<file path="src/hdl/relo_pkg.sv">
// package with shared constants, widths and a helper function of the ring entry offset locator
`timescale 1ns / 1ps
package relo_pkg;
   localparam int DEPTH    = 10;
   localparam int SLOT_W   = (DEPTH > 1) ? $clog2(DEPTH) : 1;
   localparam int CNT_W    = $clog2(DEPTH + 1);
   localparam int HANDLE_W = 32;
   localparam int SIZE_W   = 16;
   localparam int OFFS_W   = 20;
   localparam int HSLOT_W  = 6;
   localparam int ENTRY_W  = HANDLE_W + SIZE_W;

   localparam logic REQ_ADD  = 1'b0;
   localparam logic REQ_FIND = 1'b1;

   function automatic logic [SLOT_W-1:0] next_slot(input logic [SLOT_W-1:0] s);
      logic [SLOT_W-1:0] r;
      if (s == SLOT_W'(DEPTH - 1)) begin
         r = '0;
      end else begin
         r = s + 1'b1;
      end
      return r;
   endfunction
endpackage

</file>
<file path="src/hdl/ring_entry_offset_locator.sv">
// top level of the ring entry offset locator: entry ring memory, pointers and offset walk
`timescale 1ns / 1ps
// A ring of entries (data handle and byte size) kept in one synchronous memory. An add
// transaction (req_tuser = 0) writes the entry at the write slot and overwrites the oldest
// entry when the ring is full. A find transaction (req_tuser = 1) walks
// the stored entries from oldest to newest, one memory read per cycle, and returns the entry
// holding the given character offset, or not found when the offset lies past the stored data.
// A find on an empty ring answers not found without a walk; otherwise the walk visits at most
// the ring depth entries, one read of the single memory read port per entry visited.
// Each transaction gives exactly one result; a new transaction is taken once the previous
// result has left or is leaving. Reset empties the ring at once, no clearing pass is needed.
module ring_entry_offset_locator (
   input  logic        clock,
   input  logic        reset,
   input  logic        req_tvalid,
   output logic        req_tready,
   input  logic [71:0] req_tdata,   // new_handle, new_size, char_index, zero fill
   input  logic [0:0]  req_tuser,   // req_type
   output logic        rsp_tvalid,
   input  logic        rsp_tready,
   output logic [71:0] rsp_tdata,   // hit_handle, hit_size, hit_slot, byte_in_entry, zero fill
   output logic [1:0]  rsp_tuser    // found, overwrote
);
   localparam logic [0:0] ST_IDLE = 1'b0;
   localparam logic [0:0] ST_WALK = 1'b1;

   logic [0:0]                      state_ff, state_in;
   logic [relo_pkg::SLOT_W-1:0]     write_ff, write_in;
   logic [relo_pkg::SLOT_W-1:0]     oldest_ff, oldest_in;
   logic                            full_ff, full_in;
   logic [relo_pkg::SLOT_W-1:0]     idx_ff, idx_in;
   logic [relo_pkg::CNT_W-1:0]      remain_ff, remain_in;
   logic [relo_pkg::OFFS_W-1:0]     offs_ff, offs_in;

   logic                            rsp_valid_ff, rsp_valid_in;
   logic                            rsp_found_ff, rsp_found_in;
   logic                            rsp_over_ff, rsp_over_in;
   logic [relo_pkg::HANDLE_W-1:0]   rsp_handle_ff, rsp_handle_in;
   logic [relo_pkg::SIZE_W-1:0]     rsp_size_ff, rsp_size_in;
   logic [relo_pkg::HSLOT_W-1:0]    rsp_slot_ff, rsp_slot_in;
   logic [relo_pkg::SIZE_W-1:0]     rsp_byte_ff, rsp_byte_in;

   logic                            req_accept;
   logic                            req_kind;
   logic [relo_pkg::HANDLE_W-1:0]   req_handle;
   logic [relo_pkg::SIZE_W-1:0]     req_size;
   logic [relo_pkg::OFFS_W-1:0]     req_offs;

   logic                            ram_wr_en;
   logic [relo_pkg::SLOT_W-1:0]     ram_rd_addr;
   logic [relo_pkg::ENTRY_W-1:0]    ram_wr_data;
   logic [relo_pkg::ENTRY_W-1:0]    ram_rd_data;
   logic [relo_pkg::HANDLE_W-1:0]   rd_handle;
   logic [relo_pkg::SIZE_W-1:0]     rd_size;
   logic [relo_pkg::SLOT_W-1:0]     write_next;
   logic [relo_pkg::SLOT_W-1:0]     oldest_next;
   logic [relo_pkg::CNT_W-1:0]      count;

   assign req_kind   = req_tuser[0];
   assign req_handle = req_tdata[31:0];
   assign req_size   = req_tdata[47:32];
   assign req_offs   = req_tdata[67:48];

   assign req_tready = (state_ff == ST_IDLE) && (!rsp_valid_ff || rsp_tready);
   assign req_accept = req_tvalid && req_tready;

   assign ram_wr_en   = req_accept && (req_kind == relo_pkg::REQ_ADD);
   assign ram_wr_data = {req_size, req_handle};
   assign ram_rd_addr = (state_ff == ST_WALK) ? relo_pkg::next_slot(idx_ff) : oldest_ff;
   assign rd_handle   = ram_rd_data[relo_pkg::HANDLE_W-1:0];
   assign rd_size     = ram_rd_data[relo_pkg::ENTRY_W-1:relo_pkg::HANDLE_W];

   assign write_next  = relo_pkg::next_slot(write_ff);
   assign oldest_next = full_ff ? relo_pkg::next_slot(oldest_ff) : oldest_ff;
   assign count       = full_ff ? relo_pkg::CNT_W'(relo_pkg::DEPTH)
                                : relo_pkg::CNT_W'(write_ff);

   relo_ram #(
      .DATA_WIDTH (relo_pkg::ENTRY_W),
      .RAM_DEPTH  (relo_pkg::DEPTH)
   ) u_entry_ram (
      .clock   (clock),
      .wr_en   (ram_wr_en),
      .wr_addr (write_ff),
      .wr_data (ram_wr_data),
      .rd_addr (ram_rd_addr),
      .rd_data (ram_rd_data)
   );

   always_comb begin
      state_in      = state_ff;
      write_in      = write_ff;
      oldest_in     = oldest_ff;
      full_in       = full_ff;
      idx_in        = idx_ff;
      remain_in     = remain_ff;
      offs_in       = offs_ff;
      rsp_valid_in  = rsp_valid_ff && !rsp_tready;
      rsp_found_in  = rsp_found_ff;
      rsp_over_in   = rsp_over_ff;
      rsp_handle_in = rsp_handle_ff;
      rsp_size_in   = rsp_size_ff;
      rsp_slot_in   = rsp_slot_ff;
      rsp_byte_in   = rsp_byte_ff;
      case (state_ff)
         ST_IDLE: begin
            if (req_accept) begin
               if (req_kind == relo_pkg::REQ_ADD) begin
                  write_in      = write_next;
                  oldest_in     = oldest_next;
                  if (write_next == oldest_next) begin
                     full_in = 1'b1;
                  end
                  rsp_valid_in  = 1'b1;
                  rsp_found_in  = 1'b0;
                  rsp_over_in   = full_ff;
                  rsp_handle_in = '0;
                  rsp_size_in   = '0;
                  rsp_slot_in   = '0;
                  rsp_byte_in   = '0;
               end else if (count == '0) begin
                  rsp_valid_in  = 1'b1;
                  rsp_found_in  = 1'b0;
                  rsp_over_in   = 1'b0;
                  rsp_handle_in = '0;
                  rsp_size_in   = '0;
                  rsp_slot_in   = '0;
                  rsp_byte_in   = '0;
               end else begin
                  idx_in    = oldest_ff;
                  remain_in = count;
                  offs_in   = req_offs;
                  state_in  = ST_WALK;
               end
            end
         end
         ST_WALK: begin
            if (offs_ff < relo_pkg::OFFS_W'(rd_size)) begin
               rsp_valid_in  = 1'b1;
               rsp_found_in  = 1'b1;
               rsp_over_in   = 1'b0;
               rsp_handle_in = rd_handle;
               rsp_size_in   = rd_size;
               rsp_slot_in   = relo_pkg::HSLOT_W'(idx_ff);
               rsp_byte_in   = offs_ff[relo_pkg::SIZE_W-1:0];
               state_in      = ST_IDLE;
            end else if (remain_ff == relo_pkg::CNT_W'(1)) begin
               rsp_valid_in  = 1'b1;
               rsp_found_in  = 1'b0;
               rsp_over_in   = 1'b0;
               rsp_handle_in = '0;
               rsp_size_in   = '0;
               rsp_slot_in   = '0;
               rsp_byte_in   = '0;
               state_in      = ST_IDLE;
            end else begin
               offs_in   = offs_ff - relo_pkg::OFFS_W'(rd_size);
               remain_in = remain_ff - 1'b1;
               idx_in    = relo_pkg::next_slot(idx_ff);
            end
         end
         default: begin
            state_in = ST_IDLE;
         end
      endcase
   end

   always_ff @(posedge clock) begin
      if (reset) begin
         state_ff     <= ST_IDLE;
         write_ff     <= '0;
         oldest_ff    <= '0;
         full_ff      <= 1'b0;
         rsp_valid_ff <= 1'b0;
      end else begin
         state_ff     <= state_in;
         write_ff     <= write_in;
         oldest_ff    <= oldest_in;
         full_ff      <= full_in;
         rsp_valid_ff <= rsp_valid_in;
      end
   end

   always_ff @(posedge clock) begin
      idx_ff        <= idx_in;
      remain_ff     <= remain_in;
      offs_ff       <= offs_in;
      rsp_found_ff  <= rsp_found_in;
      rsp_over_ff   <= rsp_over_in;
      rsp_handle_ff <= rsp_handle_in;
      rsp_size_ff   <= rsp_size_in;
      rsp_slot_ff   <= rsp_slot_in;
      rsp_byte_ff   <= rsp_byte_in;
   end

   assign rsp_tvalid = rsp_valid_ff;
   assign rsp_tdata  = {2'b00, rsp_byte_ff, rsp_slot_ff, rsp_size_ff, rsp_handle_ff};
   assign rsp_tuser  = {rsp_over_ff, rsp_found_ff};

   // no result is pending while a walk runs
   assert property (@(posedge clock) disable iff (reset)
      (state_ff == ST_WALK) |-> !rsp_valid_ff)
      else $error("result pending during walk");

   // the oldest pointer moves only once the ring is full
   assert property (@(posedge clock) disable iff (reset)
      !full_ff |-> (oldest_ff == '0))
      else $error("oldest slot moved before ring full");

   assert property (@(posedge clock) disable iff (reset)
      full_ff |-> (write_ff == oldest_ff))
      else $error("full ring with write slot apart from oldest slot");

   assert property (@(posedge clock) disable iff (reset)
      rsp_valid_ff |-> !(rsp_found_ff && rsp_over_ff))
      else $error("result both found and overwrote");
endmodule

</file>
<file path="src/hdl/relo_ram.sv">
// generic single write port, single read port ram with registered read data
`timescale 1ns / 1ps
module relo_ram #(
   parameter int DATA_WIDTH = 8,
   parameter int RAM_DEPTH  = 16
) (
   input  logic                                          clock,
   input  logic                                          wr_en,
   input  logic [((RAM_DEPTH > 1) ? $clog2(RAM_DEPTH) : 1)-1:0] wr_addr,
   input  logic [DATA_WIDTH-1:0]                         wr_data,
   input  logic [((RAM_DEPTH > 1) ? $clog2(RAM_DEPTH) : 1)-1:0] rd_addr,
   output logic [DATA_WIDTH-1:0]                         rd_data
);
   logic [DATA_WIDTH-1:0] mem_ff [RAM_DEPTH];
   logic [DATA_WIDTH-1:0] rd_data_ff;

   always_ff @(posedge clock) begin
      if (wr_en) begin
         mem_ff[wr_addr] <= wr_data;
      end
      rd_data_ff <= mem_ff[rd_addr];
   end

   assign rd_data = rd_data_ff;
endmodule

</file>
<file path="config.mk">
export PLATFORM = sky130hd
export DESIGN_NAME = ring_entry_offset_locator
export DESIGN_NICKNAME = d
export VERILOG_FILES = /design/src/hdl/relo_pkg.sv /design/src/hdl/ring_entry_offset_locator.sv /design/src/hdl/relo_ram.sv
export SDC_FILE = /design/constraint.sdc
export NUM_CORES = 1
export LEC_CHECK = 0
export BUFFER_PORTS_ARGS = -buffer_cell sky130_fd_sc_hd__buf_2
export CORE_ASPECT_RATIO = 2
export CORE_MARGIN = 2
export CORE_UTILIZATION = 60
export CTS_BUF_LIST = sky130_fd_sc_hd__clkbuf_16
export CTS_CLUSTER_SIZE = 16
export DETAILED_ROUTE_END_ITERATION = 8
export PLACE_DENSITY = 0.91
export SYNTH_ARGS = -nofsm -noshare
export SYNTH_HDL_FRONTEND = slang
export SYNTH_SLANG_ARGS = --single-unit
</file>
<file path="constraint.sdc">
create_clock -name clock -period 10.15 [get_ports clock]
set_clock_uncertainty 0.05 [all_clocks]
set_input_delay 2.03 -clock clock [delete_from_list [all_inputs] [get_ports clock]]
set_output_delay 2.03 -clock clock [all_outputs]
set_load 0.02 [all_outputs]
</file>
==> reports/results.md <==
| Stage | Item | Value |
|:---|:---|:---|
| outcome | Run status | finished clean |
| die | I/O pin count | 153 |
| critical path | Critical path's slowest cell | sky130_fd_sc_hd__and2_1 |
| placement | Last weighted congestion value of the routability-driven placer | 0.864 |
| sta | Slew at the pin closest to its max-slew limit | 0.960 ns |
| critical path | Arrival time of data at the critical path endpoint | 2.70 ns |
| sta | Final hold vios | 0 |
| global routing | Maximum number of pins on one net before global-route repair | 96 |
| critical path | Nature of the critical path endpoint | primary output |
| critical path | Critical Path Source Type | input port |
| power and ir drop | Part of the power in combinational logic | 9.0% |
| critical path | Critical path's most frequent cell | sky130_fd_sc_hd__buf_2 |
| clock network | Clock tree from TritonCTS | yes |
| clock network | Setup repair bufs after CTS | 0 |
| power and ir drop | Power per unit of standard cell area | 193 mW/mm2 |
| die | Vertical die dimension | 291 um |
| power and ir drop | Part of the total power dissipated in sequential elements | 56.1% |
| clock network | Number of buffers inserted during clock tree synthesis | 49 |
| detailed routing | Routed Antenna Nets | 0 |
| sta | Sum Neg Setup Slack | 0 ns |
| critical path | Critical path type | input port to primary output |
| run | Max-cap violations | 0 |
| sta | Number of max-slew violations in the final report | 0 |
| power and ir drop | Portion of total power attributed to the clock network | 34.9% |
| layout | Final Net Count | 1614 |
| logic synthesis | Post-synth cell types | 71 |
| clock network | Clock H-tree levels | 2 |
| detailed routing | DRC violations left | 0 |
| power and ir drop | Leakage power figure | 0.00923 uW |
| detailed routing | Starting DRT DRC Count | 1338 |
| sta | Relative slew margins | 36.0% |
| critical path | Crit-path max FO | 5 |
| die | Area of the die | 0.0430 mm2 |
| global routing | First-pass GRT wire length | 77900 um |
| logic synthesis | Gate count after technology mapping | 1372 |
| sta | FMAX | 209 MHz |
| logic synthesis | Most instantiated flip-flop cell in the synthesis netlist | sky130_fd_sc_hd__edfxtp_1 |
| die | Die X | 148 um |
| clock network | Clock transition at path regs | 0.07 ns |
| sta | Post-layout min period | 4.78 ns |
| power and ir drop | Power, Total | 5330 uW |
| clock network | Root Buffer Master | sky130_fd_sc_hd__clkbuf_16 |
| global routing | Number of global-route vias before repair | 13500 |
| global routing | Initial antenna violation count | 10 |
| detailed routing | Total wire length | 51800 um |
| die | FP Rows | 105 |
| logic synthesis | Share of the yosys chip area belonging to registers | 74.8% |
| placement | Detailed-placement wirelength estimate | 27000 um |
| layout | Fraction of final layout cells sized beyond drive strength 1 | 24.1% |
| sta | Final Cycle Share | 47.1% |
| detailed routing | Mean number of vias per cell | 6.25 |
| detailed routing | Vias after detailed routing | 13100 |
| logic synthesis | Cell area after synthesis | 0.0248 mm2 |
| power and ir drop | Sw frac | 22.7% |
| sta | Unrepaired setup endpoints after global routing | no |
| min path | Tightest Hold Check Type | flip-flop to flip-flop |
| critical path | Worst path max stage delay | 0.21 ns |
| clock network | Clock sink total | 637 |
| critical path | Worst endpoint required time | 8.07 ns |
| die | Initial Utilization | 60.6% |
| layout | Final core utilization | 67.5% |
| placement | Count of input and output buffers | 144 |
| detailed routing | Per-cell routed wire length | 24.7 um |
| clock network | Number of buffers added to fix hold violations after cts | 0 |
| die | Core Footprint | 0.0409 mm2 |
| detailed routing | First-pass iteration count of the detailed router | 5 |
| logic synthesis | FF+latch count, synth | 637 |
| global routing | Total global routing track utilization | 24.0% |
| critical path | Cell-by-cell listing of the critical path | buf_2, nand2b_1, and2_1, buf_2 |
| logic synthesis | Number of enable flip-flop cells after synthesis | 578 |
| logic synthesis | Per-instance average area after synthesis | 18.1 um2 |
| power and ir drop | Internal power of the cells | 4120 uW |
| clock network | Buffer levels on the longest clock path | 3 |
| power and ir drop | Switching Power | 1210 uW |
| logic synthesis | Yosys warnings | 0 |
| logic synthesis | Share of synthesized flip-flops with an asynchronous set or reset | 0% |
| clock network | PostCTS Resize Cnt | 0 |
| layout | Area grow syn2layout | 11.3% |
| power and ir drop | Peak supply drop | 0.000112 V |
| sta | Setup violators final | 0 |
| global routing | Remaining global-route overflow | 0 |
| clock network | Latest clock arrival within the worst-skew pair | 0.59 ns |
-- cells in the final DEF (no fill, tap or decap), types with 4 or more instances in the layout --
master                      count
sky130_fd_sc_hd__xnor2_1       18
sky130_fd_sc_hd__diode_2        9
sky130_fd_sc_hd__nor3_2         4
sky130_fd_sc_hd__nand3_1       17
sky130_fd_sc_hd__a21oi_1       20
sky130_fd_sc_hd__clkbuf_16     49
sky130_fd_sc_hd__o211ai_1      48
sky130_fd_sc_hd__conb_1         4
sky130_fd_sc_hd__nor2_1        24
sky130_fd_sc_hd__buf_2        144
sky130_fd_sc_hd__buf_4         21
sky130_fd_sc_hd__o21ai_0       12
sky130_fd_sc_hd__ha_1          18
sky130_fd_sc_hd__mux2i_1       50
sky130_fd_sc_hd__nor2b_1        8
sky130_fd_sc_hd__nor3_1        11
sky130_fd_sc_hd__a31oi_1        5
sky130_fd_sc_hd__clkinv_2       6
sky130_fd_sc_hd__mux2_2         9
sky130_fd_sc_hd__bufinv_16      4
sky130_fd_sc_hd__a21o_1         9
sky130_fd_sc_hd__a21oi_2        4
sky130_fd_sc_hd__a211oi_1       5
sky130_fd_sc_hd__edfxtp_1     578
sky130_fd_sc_hd__mux4_2        96
sky130_fd_sc_hd__dfxtp_1       59
sky130_fd_sc_hd__clkinv_1       8
sky130_fd_sc_hd__inv_1         47
sky130_fd_sc_hd__nand2_1      126
sky130_fd_sc_hd__nor2_4         4
sky130_fd_sc_hd__nand2b_1       4
sky130_fd_sc_hd__or3_1          4
sky130_fd_sc_hd__xor2_1         4
sky130_fd_sc_hd__and2_4        11
sky130_fd_sc_hd__and2_1        60
-- layer usage --
metal,wire length [um],GRT usage [%]
met5,19,0
met4,2390,12.2
met3,3540,3.45
met2,27300,42.2
met1,18600,28.9
-- cells in the mapped netlist (3+ instances only) --
master | n | area share (%)
sky130_fd_sc_hd__a21oi_2 | 3 | 0.11
sky130_fd_sc_hd__a21o_1 | 9 | 0.27
sky130_fd_sc_hd__inv_1 | 27 | 0.41
sky130_fd_sc_hd__o211ai_1 | 48 | 1.5
sky130_fd_sc_hd__buf_2 | 29 | 0.59
sky130_fd_sc_hd__a31oi_1 | 5 | 0.13
sky130_fd_sc_hd__o21ai_0 | 12 | 0.24
sky130_fd_sc_hd__and3_1 | 5 | 0.13
sky130_fd_sc_hd__mux2_2 | 9 | 0.41
sky130_fd_sc_hd__dfxtp_1 | 59 | 4.8
sky130_fd_sc_hd__mux2i_1 | 50 | 2.0
sky130_fd_sc_hd__and2_4 | 11 | 0.39
sky130_fd_sc_hd__edfxtp_1 | 578 | 70
sky130_fd_sc_hd__or3_1 | 4 | 0.10
sky130_fd_sc_hd__nand4_1 | 3 | 0.076
sky130_fd_sc_hd__ha_1 | 18 | 0.91
sky130_fd_sc_hd__a21oi_1 | 22 | 0.44
sky130_fd_sc_hd__buf_6 | 5 | 0.23
sky130_fd_sc_hd__clkbuf_2 | 4 | 0.081
sky130_fd_sc_hd__nand2b_1 | 4 | 0.10
sky130_fd_sc_hd__xor2_1 | 4 | 0.14
sky130_fd_sc_hd__o21a_1 | 3 | 0.091
sky130_fd_sc_hd__nand3_1 | 17 | 0.34
sky130_fd_sc_hd__nor3_1 | 15 | 0.30
sky130_fd_sc_hd__buf_4 | 12 | 0.36
sky130_fd_sc_hd__mux4_2 | 96 | 8.7
sky130_fd_sc_hd__o2111ai_1 | 3 | 0.11
sky130_fd_sc_hd__and2_1 | 61 | 1.5
sky130_fd_sc_hd__clkbuf_1 | 18 | 0.27
sky130_fd_sc_hd__buf_1 | 5 | 0.076
sky130_fd_sc_hd__xnor2_1 | 18 | 0.64
sky130_fd_sc_hd__nor2b_1 | 8 | 0.20
sky130_fd_sc_hd__or2_2 | 3 | 0.076
sky130_fd_sc_hd__a211oi_1 | 5 | 0.15
sky130_fd_sc_hd__nand2_1 | 126 | 1.9
sky130_fd_sc_hd__nor2_1 | 28 | 0.42
sky130_fd_sc_hd__a21boi_0 | 3 | 0.091
-- critical path, delay by kind of cell --
kind / cells / cell delay, ns
buffers and inverters: 2 / 0.25
and+or+nand+nor: 2 / 0.41
-- path summary, 6_finish.rpt --
check                                   from                              end  slack, ns  cells past startpoint
min reg2reg  u_entry_ram.rd_data[23]$_DFF_P_  rsp_handle_ff[23]$_SDFFCE_PP0P_       0.46                      1
max reg2reg            offs_ff[13]$_DFFE_PP_  rsp_handle_ff[28]$_SDFFCE_PP0P_       6.19                      7
max                               rsp_tready                       req_tready       5.37                      4
min          u_entry_ram.rd_data[23]$_DFF_P_  rsp_handle_ff[23]$_SDFFCE_PP0P_       0.46                      1
-- logic make-up after synthesis --
| kind of cell | share of synthesized area [%] |
|---|---|
| flops | 74.8 |
| simple gates | 5.98 |
| mux | 11.2 |
| compound gates | 4.19 |
| buf+inv | 2.08 |
| xor+xnor | 0.778 |
| fa+ha+maj | 0.990 |
| other cells | 0.0151 |
-- through the flow --
step                setup WS (ns)  instances  hold WS [ns]  cell area (um2)
CTS                          5.37       2093         0.461            27600
global placement             5.40       2002         0.439            26000
detailed placement           5.37       2002         0.443            26000
finish                       5.37       2102         0.461            27600
global route                 5.33       2100         0.472            27600
floorplan                    2.14       1375         0.432            24800
-- state kept, by name, summed over array words and instances (netlist names), 16 cells and up --
register and flops:
offs_ff 20, u_entry_ram.mem_ff 480, rsp_byte_ff 16, rsp_handle_ff 32, rsp_size_ff 16, u_entry_ram.rd_data 48
-- final cells by class --
class / count / area (um2)
multi-input combinational: 637 / 5830
clock buffer: 49 / 1230
tap: 535 / 669
fill: 2490 / 13300
sequential: 637 / 18500
timing repair buffer: 166 / 898
antenna: 9 / 22.5
clock inverter: 42 / 302
inverter: 27 / 101
-- power groups by stage --
| stage | combinational (uW) | sequential (uW) | clock, uW |
|---|---|---|---|
| after floorplan | 301 | 3070 | 0 |
| after global placement | 457 | 3040 | 0 |
| after detailed placement | 473 | 3050 | 0 |
| after CTS | 481 | 2990 | 1880 |
| after global routing | 517 | 3000 | 1970 |
| final | 480 | 2990 | 1860 |
No activity file was read; power rests on OpenSTA's default activity.
